==> src/hw/rtl/agspo_pkg.sv <==
package agspo_pkg;

  localparam int DUTY_BITS   = 14;
  localparam int PWM_FREQ_HZ = 50;

  localparam int CTRL_FULL   = 1000;
  localparam int US_PER_S    = 1000000;
  localparam int SWITCH_LOW  = 600;
  localparam int SWITCH_HIGH = 900;

  localparam int CH_W     = 11;
  localparam int REG_W    = 13;
  localparam int DUTY_W   = 14;
  localparam int CTRL_W   = $clog2(CTRL_FULL + 1);
  localparam int NUM_HELD = 9;
  localparam int NUM_PWM  = 6;
  localparam int CH_IDX_W = $clog2(NUM_PWM);

  localparam int HELD_THROTTLE = 0;
  localparam int HELD_SWITCH   = 6;
  localparam int HELD_DIG_A    = 7;
  localparam int HELD_DIG_B    = 8;

  localparam int PERIOD_RAW = US_PER_S / PWM_FREQ_HZ;
  localparam int PERIOD     = (PERIOD_RAW == 0) ? 1 : PERIOD_RAW;
  localparam int DUTY_FULL  = (1 << DUTY_BITS) - 1;

  // product widths of the two scaling steps
  localparam int P1_W    = CTRL_W + REG_W;
  localparam int P2_W    = REG_W + DUTY_BITS;
  localparam int DVD_W   = (P1_W > P2_W) ? P1_W : P2_W;
  localparam int DIV_MAX = (CTRL_FULL > PERIOD) ? CTRL_FULL : PERIOD;
  localparam int DIV_W   = $clog2(DIV_MAX);
  localparam int CNT_W   = $clog2(DVD_W);

  localparam int CFG_IDX_W = 2;
  localparam logic [CFG_IDX_W-1:0] CFG_PULSE_MIN = CFG_IDX_W'(0);
  localparam logic [CFG_IDX_W-1:0] CFG_PULSE_MAX = CFG_IDX_W'(1);

  localparam logic [REG_W-1:0] PULSE_MIN_RST = REG_W'(500);
  localparam logic [REG_W-1:0] PULSE_MAX_RST = REG_W'(2400);

  typedef enum logic [1:0] {
    MODE_UPDATE   = 2'd0,
    MODE_ARM      = 2'd1,
    MODE_DISARM   = 2'd2,
    MODE_FAILSAFE = 2'd3
  } mode_t;

  typedef struct packed {
    logic             start;
    logic [CH_W-1:0]  ctrl;
    logic [REG_W-1:0] pmin;
    logic [REG_W-1:0] span;
  } chan_req_t;

  typedef struct packed {
    logic              done;
    logic [DUTY_W-1:0] duty;
  } chan_rsp_t;

endpackage

==> src/hw/rtl/agspo_chan.sv <==
module agspo_chan (
  input  logic                clk,
  input  logic                rst_n,
  input  agspo_pkg::chan_req_t req,
  output agspo_pkg::chan_rsp_t rsp
);

  typedef enum logic [2:0] {
    U_IDLE,
    U_MUL,
    U_LOAD,
    U_DIV,
    U_SCALE,
    U_SAT
  } ustate_t;

  ustate_t st_r, st_nxt;
  logic [agspo_pkg::P1_W-1:0]   acc_r, acc_nxt;
  logic [agspo_pkg::P1_W-1:0]   mcand_r, mcand_nxt;
  logic [agspo_pkg::CTRL_W-1:0] mpl_r, mpl_nxt;
  logic [agspo_pkg::DVD_W-1:0]  dvd_r, dvd_nxt;
  logic [agspo_pkg::DIV_W-1:0]  rem_r, rem_nxt;
  logic [agspo_pkg::CNT_W-1:0]  cnt_r, cnt_nxt;
  logic [agspo_pkg::REG_W-1:0]  pmin_r, pmin_nxt;
  logic                         ph_r, ph_nxt;
  logic                         done_r, done_nxt;
  logic [agspo_pkg::DUTY_W-1:0] duty_r, duty_nxt;

  logic [agspo_pkg::CTRL_W-1:0] clamp;
  logic [agspo_pkg::DIV_W:0]    shifted;
  logic [agspo_pkg::DIV_W:0]    divisor;
  logic                         ge;
  logic [agspo_pkg::REG_W-1:0]  us;
  logic [agspo_pkg::P2_W-1:0]   prod;

  assign clamp = (req.ctrl > agspo_pkg::CH_W'(agspo_pkg::CTRL_FULL))
               ? agspo_pkg::CTRL_W'(agspo_pkg::CTRL_FULL)
               : req.ctrl[agspo_pkg::CTRL_W-1:0];

  // one restoring division step, quotient bit shifts into the dividend
  assign shifted = {rem_r, dvd_r[agspo_pkg::DVD_W-1]};
  assign divisor = ph_r ? (agspo_pkg::DIV_W+1)'(agspo_pkg::PERIOD)
                        : (agspo_pkg::DIV_W+1)'(agspo_pkg::CTRL_FULL);
  assign ge      = (shifted >= divisor);

  // pulse width never exceeds the larger pulse-width register, so 13 bits hold it
  assign us   = dvd_r[agspo_pkg::REG_W-1:0] + pmin_r;
  assign prod = (agspo_pkg::P2_W'(us) << agspo_pkg::DUTY_BITS) - agspo_pkg::P2_W'(us);

  always_comb begin
    st_nxt    = st_r;
    acc_nxt   = acc_r;
    mcand_nxt = mcand_r;
    mpl_nxt   = mpl_r;
    dvd_nxt   = dvd_r;
    rem_nxt   = rem_r;
    cnt_nxt   = cnt_r;
    pmin_nxt  = pmin_r;
    ph_nxt    = ph_r;
    done_nxt  = 1'b0;
    duty_nxt  = duty_r;
    unique case (st_r)
      U_IDLE: begin
        if (req.start) begin
          acc_nxt   = '0;
          mcand_nxt = agspo_pkg::P1_W'(req.span);
          mpl_nxt   = clamp;
          pmin_nxt  = req.pmin;
          cnt_nxt   = '0;
          st_nxt    = U_MUL;
        end
      end
      U_MUL: begin
        if (mpl_r[0]) begin
          acc_nxt = acc_r + mcand_r;
        end
        mcand_nxt = mcand_r << 1;
        mpl_nxt   = mpl_r >> 1;
        cnt_nxt   = cnt_r + 1'b1;
        if (cnt_r == agspo_pkg::CNT_W'(agspo_pkg::CTRL_W - 1)) begin
          st_nxt = U_LOAD;
        end
      end
      U_LOAD: begin
        dvd_nxt = agspo_pkg::DVD_W'(acc_r);
        rem_nxt = '0;
        cnt_nxt = '0;
        ph_nxt  = 1'b0;
        st_nxt  = U_DIV;
      end
      U_DIV: begin
        rem_nxt = ge ? agspo_pkg::DIV_W'(shifted - divisor) : agspo_pkg::DIV_W'(shifted);
        dvd_nxt = {dvd_r[agspo_pkg::DVD_W-2:0], ge};
        cnt_nxt = cnt_r + 1'b1;
        if (cnt_r == agspo_pkg::CNT_W'(agspo_pkg::DVD_W - 1)) begin
          st_nxt = ph_r ? U_SAT : U_SCALE;
        end
      end
      U_SCALE: begin
        dvd_nxt = agspo_pkg::DVD_W'(prod);
        rem_nxt = '0;
        cnt_nxt = '0;
        ph_nxt  = 1'b1;
        st_nxt  = U_DIV;
      end
      U_SAT: begin
        if (dvd_r > agspo_pkg::DVD_W'(agspo_pkg::DUTY_FULL)) begin
          duty_nxt = agspo_pkg::DUTY_W'(agspo_pkg::DUTY_FULL);
        end else begin
          duty_nxt = dvd_r[agspo_pkg::DUTY_W-1:0];
        end
        done_nxt = 1'b1;
        st_nxt   = U_IDLE;
      end
      default: st_nxt = U_IDLE;
    endcase
  end

  always_ff @(posedge clk) begin
    if (!rst_n) begin
      st_r   <= U_IDLE;
      done_r <= 1'b0;
      ph_r   <= 1'b0;
      cnt_r  <= '0;
    end else begin
      st_r   <= st_nxt;
      done_r <= done_nxt;
      ph_r   <= ph_nxt;
      cnt_r  <= cnt_nxt;
    end
    acc_r   <= acc_nxt;
    mcand_r <= mcand_nxt;
    mpl_r   <= mpl_nxt;
    dvd_r   <= dvd_nxt;
    rem_r   <= rem_nxt;
    pmin_r  <= pmin_nxt;
    duty_r  <= duty_nxt;
  end

  assign rsp.done = done_r;
  assign rsp.duty = duty_r;

endmodule

==> src/hw/rtl/arm_gated_servo_pwm_output.sv <==
// arm-gated servo pwm output
// input channel (in_valid/in_ready): one event per request, in_mode selects
// update (all nine channel fields stored), arm, disarm or failsafe.
// result channel (out_valid/out_ready): six duty counts, two digital pins
// and the armed flag after the event. an arm request while already armed
// is absorbed in its accept cycle and gives no result.
// config channel (cfg_valid/cfg_ready): always ready, index 0 is the
// minimum pulse width, index 1 the maximum, other indexes are ignored.
// timing: the six duties go one after another through a shared bit-serial
// unit (shift-add multiply, two restoring divides by constants), channel
// by channel. in_ready is high only while no event is in work; one event
// at a time, so no new request is taken before the previous one is
// finished.
// the finished result sits in an output register; if the receiver stalls,
// the block can take the next request and only waits at the end of it
// until the previous result is taken.
// reset: disarmed, throttle cut set, other flags clear, held channels
// zero, pulse widths 500 and 2400 us, no result pending.
module arm_gated_servo_pwm_output (
  input  logic                                  clk,
  input  logic                                  rst_n,
  input  logic                                  in_valid,
  output logic                                  in_ready,
  input  logic [1:0]                            in_mode,
  input  logic [agspo_pkg::CH_W-1:0]            in_throttle,
  input  logic [agspo_pkg::CH_W-1:0]            in_roll,
  input  logic [agspo_pkg::CH_W-1:0]            in_pitch,
  input  logic [agspo_pkg::CH_W-1:0]            in_yaw,
  input  logic [agspo_pkg::CH_W-1:0]            in_aux_pwm_a,
  input  logic [agspo_pkg::CH_W-1:0]            in_aux_pwm_b,
  input  logic [agspo_pkg::CH_W-1:0]            in_arm_switch,
  input  logic [agspo_pkg::CH_W-1:0]            in_digital_a,
  input  logic [agspo_pkg::CH_W-1:0]            in_digital_b,
  output logic                                  out_valid,
  input  logic                                  out_ready,
  output logic [agspo_pkg::DUTY_W-1:0]          out_duty_throttle,
  output logic [agspo_pkg::DUTY_W-1:0]          out_duty_roll,
  output logic [agspo_pkg::DUTY_W-1:0]          out_duty_pitch,
  output logic [agspo_pkg::DUTY_W-1:0]          out_duty_yaw,
  output logic [agspo_pkg::DUTY_W-1:0]          out_duty_aux_a,
  output logic [agspo_pkg::DUTY_W-1:0]          out_duty_aux_b,
  output logic                                  out_pin_one,
  output logic                                  out_pin_two,
  output logic                                  out_is_armed,
  input  logic                                  cfg_valid,
  output logic                                  cfg_ready,
  input  logic [agspo_pkg::CFG_IDX_W-1:0]       cfg_index,
  input  logic [agspo_pkg::REG_W-1:0]           cfg_data
);

  typedef enum logic [1:0] {
    ST_IDLE,
    ST_START,
    ST_WAIT,
    ST_OUT
  } state_t;

  state_t st_r, st_nxt;
  logic [agspo_pkg::CH_IDX_W-1:0] idx_r, idx_nxt;
  logic armed_r, armed_nxt;
  logic sw_rdy_r, sw_rdy_nxt;
  logic fs_r, fs_nxt;
  logic cut_r, cut_nxt;
  logic [agspo_pkg::CH_W-1:0]   held_r [agspo_pkg::NUM_HELD];
  logic [agspo_pkg::CH_W-1:0]   held_nxt [agspo_pkg::NUM_HELD];
  logic [agspo_pkg::DUTY_W-1:0] dw_r [agspo_pkg::NUM_PWM];
  logic [agspo_pkg::DUTY_W-1:0] dw_nxt [agspo_pkg::NUM_PWM];
  logic [agspo_pkg::REG_W-1:0]  pmin_r, pmin_nxt;
  logic [agspo_pkg::REG_W-1:0]  pmax_r, pmax_nxt;
  logic                         ov_r, ov_nxt;
  logic [agspo_pkg::DUTY_W-1:0] od_r [agspo_pkg::NUM_PWM];
  logic [agspo_pkg::DUTY_W-1:0] od_nxt [agspo_pkg::NUM_PWM];
  logic pin1_r, pin1_nxt;
  logic pin2_r, pin2_nxt;
  logic oarm_r, oarm_nxt;

  logic                         skip;
  logic                         ev_armed;
  logic                         ev_fs;
  logic [agspo_pkg::CH_W-1:0]   sw_v;
  logic [agspo_pkg::CH_W-1:0]   thr_v;
  logic [agspo_pkg::CH_W-1:0]   in_ch [agspo_pkg::NUM_HELD];
  logic [agspo_pkg::CH_W-1:0]   pwm_v [agspo_pkg::NUM_PWM];
  logic [agspo_pkg::REG_W-1:0]  span;

  agspo_pkg::chan_req_t req;
  agspo_pkg::chan_rsp_t rsp;

  assign in_ch[0] = in_throttle;
  assign in_ch[1] = in_roll;
  assign in_ch[2] = in_pitch;
  assign in_ch[3] = in_yaw;
  assign in_ch[4] = in_aux_pwm_a;
  assign in_ch[5] = in_aux_pwm_b;
  assign in_ch[6] = in_arm_switch;
  assign in_ch[7] = in_digital_a;
  assign in_ch[8] = in_digital_b;

  for (genvar g = 0; g < agspo_pkg::NUM_PWM; g++) begin : g_pwm
    if (g == agspo_pkg::HELD_THROTTLE) begin : g_thr
      assign pwm_v[g] = cut_r ? '0 : held_r[g];
    end else begin : g_other
      assign pwm_v[g] = held_r[g];
    end
  end

  assign span = (pmax_r >= pmin_r) ? (pmax_r - pmin_r) : '0;

  assign req.start = (st_r == ST_START);
  assign req.ctrl  = pwm_v[idx_r];
  assign req.pmin  = pmin_r;
  assign req.span  = span;

  agspo_chan u_chan (
    .clk   (clk),
    .rst_n (rst_n),
    .req   (req),
    .rsp   (rsp)
  );

  always_comb begin
    st_nxt     = st_r;
    idx_nxt    = idx_r;
    armed_nxt  = armed_r;
    sw_rdy_nxt = sw_rdy_r;
    fs_nxt     = fs_r;
    cut_nxt    = cut_r;
    held_nxt   = held_r;
    dw_nxt     = dw_r;
    pmin_nxt   = pmin_r;
    pmax_nxt   = pmax_r;
    ov_nxt     = ov_r;
    od_nxt     = od_r;
    pin1_nxt   = pin1_r;
    pin2_nxt   = pin2_r;
    oarm_nxt   = oarm_r;
    skip       = 1'b0;
    ev_armed   = armed_r;
    ev_fs      = fs_r;
    sw_v       = held_r[agspo_pkg::HELD_SWITCH];
    thr_v      = held_r[agspo_pkg::HELD_THROTTLE];

    if (ov_r && out_ready) begin
      ov_nxt = 1'b0;
    end

    if (cfg_valid) begin
      unique case (cfg_index)
        agspo_pkg::CFG_PULSE_MIN: pmin_nxt = cfg_data;
        agspo_pkg::CFG_PULSE_MAX: pmax_nxt = cfg_data;
        default: ;
      endcase
    end

    unique case (st_r)
      ST_IDLE: begin
        if (in_valid) begin
          unique case (agspo_pkg::mode_t'(in_mode))
            agspo_pkg::MODE_UPDATE: begin
              ev_fs    = 1'b0;
              held_nxt = in_ch;
              sw_v     = in_arm_switch;
              thr_v    = in_throttle;
            end
            agspo_pkg::MODE_ARM: begin
              if (armed_r) begin
                skip = 1'b1;
              end else begin
                ev_armed = 1'b1;
                ev_fs    = 1'b0;
              end
            end
            agspo_pkg::MODE_DISARM: begin
              ev_armed = 1'b0;
            end
            agspo_pkg::MODE_FAILSAFE: begin
              ev_fs    = 1'b1;
              ev_armed = 1'b0;
            end
            default: ;
          endcase
          if (!skip) begin
            // switch rule on the channels held after this event
            if (sw_v <= agspo_pkg::CH_W'(agspo_pkg::SWITCH_LOW)) begin
              sw_rdy_nxt = 1'b1;
              ev_armed   = 1'b0;
            end else if (sw_rdy_r && !ev_armed &&
                         sw_v >= agspo_pkg::CH_W'(agspo_pkg::SWITCH_HIGH) &&
                         thr_v == '0) begin
              ev_armed = 1'b1;
            end
            armed_nxt = ev_armed;
            fs_nxt    = ev_fs;
            cut_nxt   = !ev_armed || ev_fs;
            idx_nxt   = '0;
            st_nxt    = ST_START;
          end
        end
      end
      ST_START: begin
        st_nxt = ST_WAIT;
      end
      ST_WAIT: begin
        if (rsp.done) begin
          dw_nxt[idx_r] = rsp.duty;
          if (idx_r == agspo_pkg::CH_IDX_W'(agspo_pkg::NUM_PWM - 1)) begin
            st_nxt = ST_OUT;
          end else begin
            idx_nxt = idx_r + 1'b1;
            st_nxt  = ST_START;
          end
        end
      end
      ST_OUT: begin
        if (!ov_r || out_ready) begin
          od_nxt   = dw_r;
          pin1_nxt = (held_r[agspo_pkg::HELD_DIG_A] != '0);
          pin2_nxt = (held_r[agspo_pkg::HELD_DIG_B] != '0);
          oarm_nxt = armed_r;
          ov_nxt   = 1'b1;
          st_nxt   = ST_IDLE;
        end
      end
      default: st_nxt = ST_IDLE;
    endcase
  end

  always_ff @(posedge clk) begin
    if (!rst_n) begin
      st_r     <= ST_IDLE;
      idx_r    <= '0;
      armed_r  <= 1'b0;
      sw_rdy_r <= 1'b0;
      fs_r     <= 1'b0;
      cut_r    <= 1'b1;
      ov_r     <= 1'b0;
      pmin_r   <= agspo_pkg::PULSE_MIN_RST;
      pmax_r   <= agspo_pkg::PULSE_MAX_RST;
      for (int i = 0; i < agspo_pkg::NUM_HELD; i++) begin
        held_r[i] <= '0;
      end
    end else begin
      st_r     <= st_nxt;
      idx_r    <= idx_nxt;
      armed_r  <= armed_nxt;
      sw_rdy_r <= sw_rdy_nxt;
      fs_r     <= fs_nxt;
      cut_r    <= cut_nxt;
      ov_r     <= ov_nxt;
      pmin_r   <= pmin_nxt;
      pmax_r   <= pmax_nxt;
      held_r   <= held_nxt;
    end
    dw_r   <= dw_nxt;
    od_r   <= od_nxt;
    pin1_r <= pin1_nxt;
    pin2_r <= pin2_nxt;
    oarm_r <= oarm_nxt;
  end

  assign in_ready          = (st_r == ST_IDLE);
  assign cfg_ready         = 1'b1;
  assign out_valid         = ov_r;
  assign out_duty_throttle = od_r[0];
  assign out_duty_roll     = od_r[1];
  assign out_duty_pitch    = od_r[2];
  assign out_duty_yaw      = od_r[3];
  assign out_duty_aux_a    = od_r[4];
  assign out_duty_aux_b    = od_r[5];
  assign out_pin_one       = pin1_r;
  assign out_pin_two       = pin2_r;
  assign out_is_armed      = oarm_r;

endmodule

==> config.mk <==
export PLATFORM = sky130hd
export DESIGN_NAME = arm_gated_servo_pwm_output
export DESIGN_NICKNAME = d
export VERILOG_FILES = /design/src/hw/rtl/agspo_pkg.sv /design/src/hw/rtl/agspo_chan.sv /design/src/hw/rtl/arm_gated_servo_pwm_output.sv
export SDC_FILE = /design/constraint.sdc
export NUM_CORES = 1
export LEC_CHECK = 0
export BUFFER_PORTS_ARGS = -buffer_cell sky130_fd_sc_hd__buf_2
export CAP_MARGIN = 10
export CORE_MARGIN = 2
export CORE_UTILIZATION = 40
export DETAILED_ROUTE_END_ITERATION = 16
export PLACE_DENSITY_LB_ADDON = 0.1
export SETUP_SLACK_MARGIN = 0.05
export SYNTH_ARGS = -nofsm -noshare
export SYNTH_HDL_FRONTEND = slang
export SYNTH_SLANG_ARGS = --single-unit
export TNS_END_PERCENT = 10
==> constraint.sdc <==
create_clock -name clk -period 9.2 [get_ports clk]
set_input_delay 0.46 -clock clk [delete_from_list [all_inputs] [get_ports clk]]
set_output_delay 0.46 -clock clk [all_outputs]
set_load 0.02 [all_outputs]
==> impl_summary.md <==
Critical path
The setup slack of the most critical reg-to-reg path is about 5800 ps. In this run the critical register-to-register path is launched from u_chan.dvd_r[0]. The maximum fanout along the worst path is 6. The required time at the endpoint of the critical path is between 9000 and 10000 ps. The worst register-to-register path has a depth of 11. The worst stage delay on the critical path is around 500 ps. The end of the worst register-to-register path is u_chan.dvd_r[25]. Walking the worst path, the cells encountered are ha_1 > inv_1 > fa_1 > nand2b_2 > a21oi_1 > nor2_2 > xor2_2 > nand3_2 > nor4_4 > a31oi_2 > a221o_1. The type of the worst setup path is reg2reg. The slowest stage of the critical path belongs to the cell sky130_fd_sc_hd__nor4_4.

STA classifies the critical path startpoint as a flop. The arrival time at the worst endpoint is roughly 3800 ps. The type of destination of the critical path is a flop.

Drt
The final routed DRC violation total is 0. In the routed layout, each cell is associated on average with a via count of approximately 5.2. In the final routed layout, each cell accounts on average for 17.24 um.

The first TritonRoute pass finished after 5 iterations. The aggregate routed wire length is 44.18 mm. The post-detailed-route count of antenna-violating nets is 0.

The detailed router's first-iteration violation count is about 820. The number of vias in the routed layout is between 10k and 15k.

Power and ir drop
The fraction of power spent switching nets is 30.23%. Dividing total power by cell area gives a power density of around 260 nW/um2. For this design the total switching power over the nets is approximately 1.8 mW.

Of the total power, combinational logic draws approximately a quarter. VDD sags by at most 0.1421 mV. In this run, the clock network consumes approximately 33% of the power.

The internal portion of the total power is 4.077 mW. The total power draw is slightly below 6 mW. The sequential power share is between 40% and 50%.

The analysis attributes to cell leakage a power of approximately 7.9 nW.

Clock network
The cts-stage hold buffer count is 0. The number of gates resized after cts is 0. CTS saw 441 sinks. The H-tree generated during clock tree synthesis spans 2 levels.

TritonCTS built the clock tree. The TritonCTS buffer count is 46. After clock tree synthesis, the clock-pin slew on the worst setup and hold paths is approximately 70 ps. Post-CTS timing repair inserted 0 buffers for setup. The clock latency on the worst-skew pair is between 500 and 600 ps. The clock passes through at most 3 buffers. The CTS root buffer is sky130_fd_sc_hd__clkbuf_16.

STA
For the pin with the worst max-slew slack, the measured transition is approximately 1200 ps. The number of pins with negative max-slew slack in the final report was 0. The final hold violation count is 0.

The post-route fraction of the period consumed by the critical path is 37.42%. The total negative slack for setup checks is 0 ps. The worst-case setup margin in the final layout is between 5000 and 6000 ps. The worst setup skew after layout is 16.32 ps.

Setup repair after global routing left no endpoint under its margin. The final period demand of the worst path is around 3400 ps. Timing would allow up to between 0.2 and 0.3 GHz. The relative max-transition margin is between 20% and 30%. The final-report setup violation count is 0.

Synthesis
The biggest area consumer among synthesized cells is sky130_fd_sc_hd__edfxtp_1. The fraction of post-synthesis cell area in the top cell type by area is a little under half. The share of the synthesized area in compound gates (AO/OA/AOI/OAI) is 13.49%. The synthesized area is around 19000 um2. Synthesis produced a netlist with a net count of 1899. The cell with the most instances after synthesis is sky130_fd_sc_hd__nand2_1. The async set-reset flop share out of synthesis is 0%. The flip-flop and latch count after synthesis is approximately 440. The xor and xnor fraction of the mapped netlist area is 2.778%.

The prevailing post-synth register cell is sky130_fd_sc_hd__edfxtp_1. The synthesized netlist cell count is about 1.7k. For this run, the number of Yosys warnings is 0. The share of the Yosys chip area taken by registers is a little over 60%. Ranked by instance count, the synthesized netlist is headed by sky130_fd_sc_hd__nand2_1, sky130_fd_sc_hd__edfxtp_1, sky130_fd_sc_hd__dfxtp_1, sky130_fd_sc_hd__a21oi_1, sky130_fd_sc_hd__nor2_1. The simple logic cell fraction of the synthesized area is ~14%. The unique cell type count in the Yosys netlist is about 80. The dominant combinational cell family by area after synthesis is simple AND/OR/NAND/NOR gates. Ranked by total cell area, the synthesized netlist is headed by sky130_fd_sc_hd__edfxtp_1, sky130_fd_sc_hd__dfxtp_1, sky130_fd_sc_hd__nand2_1.

The adder and majority gate portion of the synthesized area is between 4 and 5%. The mux share of post-synthesis cell area is less than 1%. After synthesis, the mean cell area works out to 11.14 um2.

Counting flops with a built-in enable in the synthesized netlist gives roughly 300.

Hold path
Counting instances, the worst hold path has a depth of 3. The type of the tightest min-delay check is in2reg. The hold path startpoint is in_digital_b[9]. The worst hold path terminates at held_r[9].

Layout
From synthesis to final layout, the design area changed by 17.42%. After filler insertion, the fill cell instance count of the layout stands at about 4.4k. After routing the design area is roughly 22000 um2.

The layout cell share with drive strength beyond 1 is 18.18%. The multi-input logic area is approximately 6900 um2. Once layout is complete, the utilization of the core stands at around 47%. After the last flow step, the layout net total stands at between 2k and 2.5k. The register area is approximately 12000 um2.

Placement
The instance area after placement is about 21000 um2. The total half-perimeter wirelength after legalization and detailed placement is 30.65 mm. The placement-stage worst setup slack is 5706 ps. Input and output buffers added on the ports amount to about 210. The final weighted congestion of routability-driven global placement is 0.8090.

Floorplanning
The floorplan step defined a core boundary enclosing around 47000 um2. For this design the top-level I/O count stands at between 200 and 250. The floorplan step defined a die boundary enclosing just under 50000 um2. Measured along the y axis, the die boundary spans 222.5 um. The floorplan step set the die width to around 220 um. Row generation in the floorplan step produced 80 rows. The initial utilization of the core area, before any placement, comes to 40.26%.

Global route
The total congestion overflow is 0. The maximum number of pins on one net before global-route repair is 100. The number of antenna violations at the first check in global routing came to 1. The via count of the first global-routing pass is around 13k.

Across every metal layer, demand over resource in global routing totals 17.56%. The first-pass GRT wire length is 69.27 mm.

Run status
The flow ran to the end, and the final reports show no timing, DRC or antenna violations.

Job
The number of maximum-capacitance violations is 0.
-- per-stage QoR --
step,cells,hold slack [ps]
floorplan,1714,400.3
global placement,2475,401.6
detailed placement,2475,404.5
CTS,2560,79.92
global route,2562,91.10
finish,2563,105.3
-- cell families after synthesis --
kind of cell    Yosys count
compound gates          399
xor+xnor                 58
fa+ha+maj                64
buf+inv                 124
flops                   441
mux                      17
other cells               1
simple gates            610
-- per-layer routing --
layer | wire length, um | GRT usage (%)
met5 | 0 | 0
met2 | 20120 | 27.74
met1 | 21110 | 24.77
met3 | 2227 | 3.623
met4 | 722 | 4.287
-- power groups by stage --
stage / clock, mW / sequential [mW] / combinational [mW]
final: 1.95 / 2.53 / 1.36
after global routing: 2.08 / 2.55 / 1.53
after CTS: 2.00 / 2.53 / 1.36
after detailed placement: 0 / 2.57 / 1.35
after global placement: 0 / 2.57 / 1.34
after floorplan: 0 / 2.50 / 1.06
-- registers in the layout (all words and copies together) (netlist names), 15 cells and up --
register / cells
held_r: 99
dw_r: 84
u_chan.dvd_r: 27
u_chan.acc_r: 23
u_chan.mcand_r: 23
u_chan.rem_r: 15
-- worst max-delay path, delay by kind of cell, from the launching register on --
kind | cells | cell delay (ps)
and+or+nand+nor | 4 | 1010
AOI/OAI and AO/OA | 3 | 830
adders and majority gates | 2 | 580
DFF | 1 | 430
xor gates and xnor gates | 1 | 290
buffers and inverters | 1 | 50
-- worst max path at each step --
stage / startpoint / to / cells after the start / slack, ps
after detailed placement: u_chan.ph_r / u_chan.rem_r[12] / 11 / 5710
after floorplan: st_r[1] / out_duty_aux_a[0] / 3 / 4370
after CTS: u_chan.ph_r / u_chan.rem_r[12] / 11 / 5670
final: u_chan.dvd_r[0] / u_chan.dvd_r[25] / 11 / 5760
after global routing: u_chan.dvd_r[0] / u_chan.dvd_r[24] / 12 / 5550
after global placement: u_chan.ph_r / u_chan.rem_r[12] / 11 / 5740
-- cell usage in the layout, fill, tap and decap left out, drive strengths merged, types with 8 or more instances in the layout --
cell type  instances
nand3             22
nand2            328
nand4              8
and3              22
or2               17
clkinv            12
clkbuf            57
o22ai             14
inv               46
dfxtp            145
nor4              17
edfxtp           296
a21boi            26
xor2              27
o211ai            13
a22oi             28
buf              228
nor2b             18
xnor2             31
a31oi             12
o21ai             66
a21oi            147
a21o              17
o21a              12
mux2i             16
nor2             107
nor3              33
nand2b            14
ha                61
o221ai            11
a22o              11
-- layout make-up --
type	instances	share of cell area [%]
tap	615	3.431
timing repair buffer	228	5.406
antenna	1	0.01116
clock buffer	57	5.501
clock inverter	28	1.568
sequential	441	52.58
multi-input combinational	1149	30.76
inverter	44	0.7420
Power figures use the tool's default switching activity.
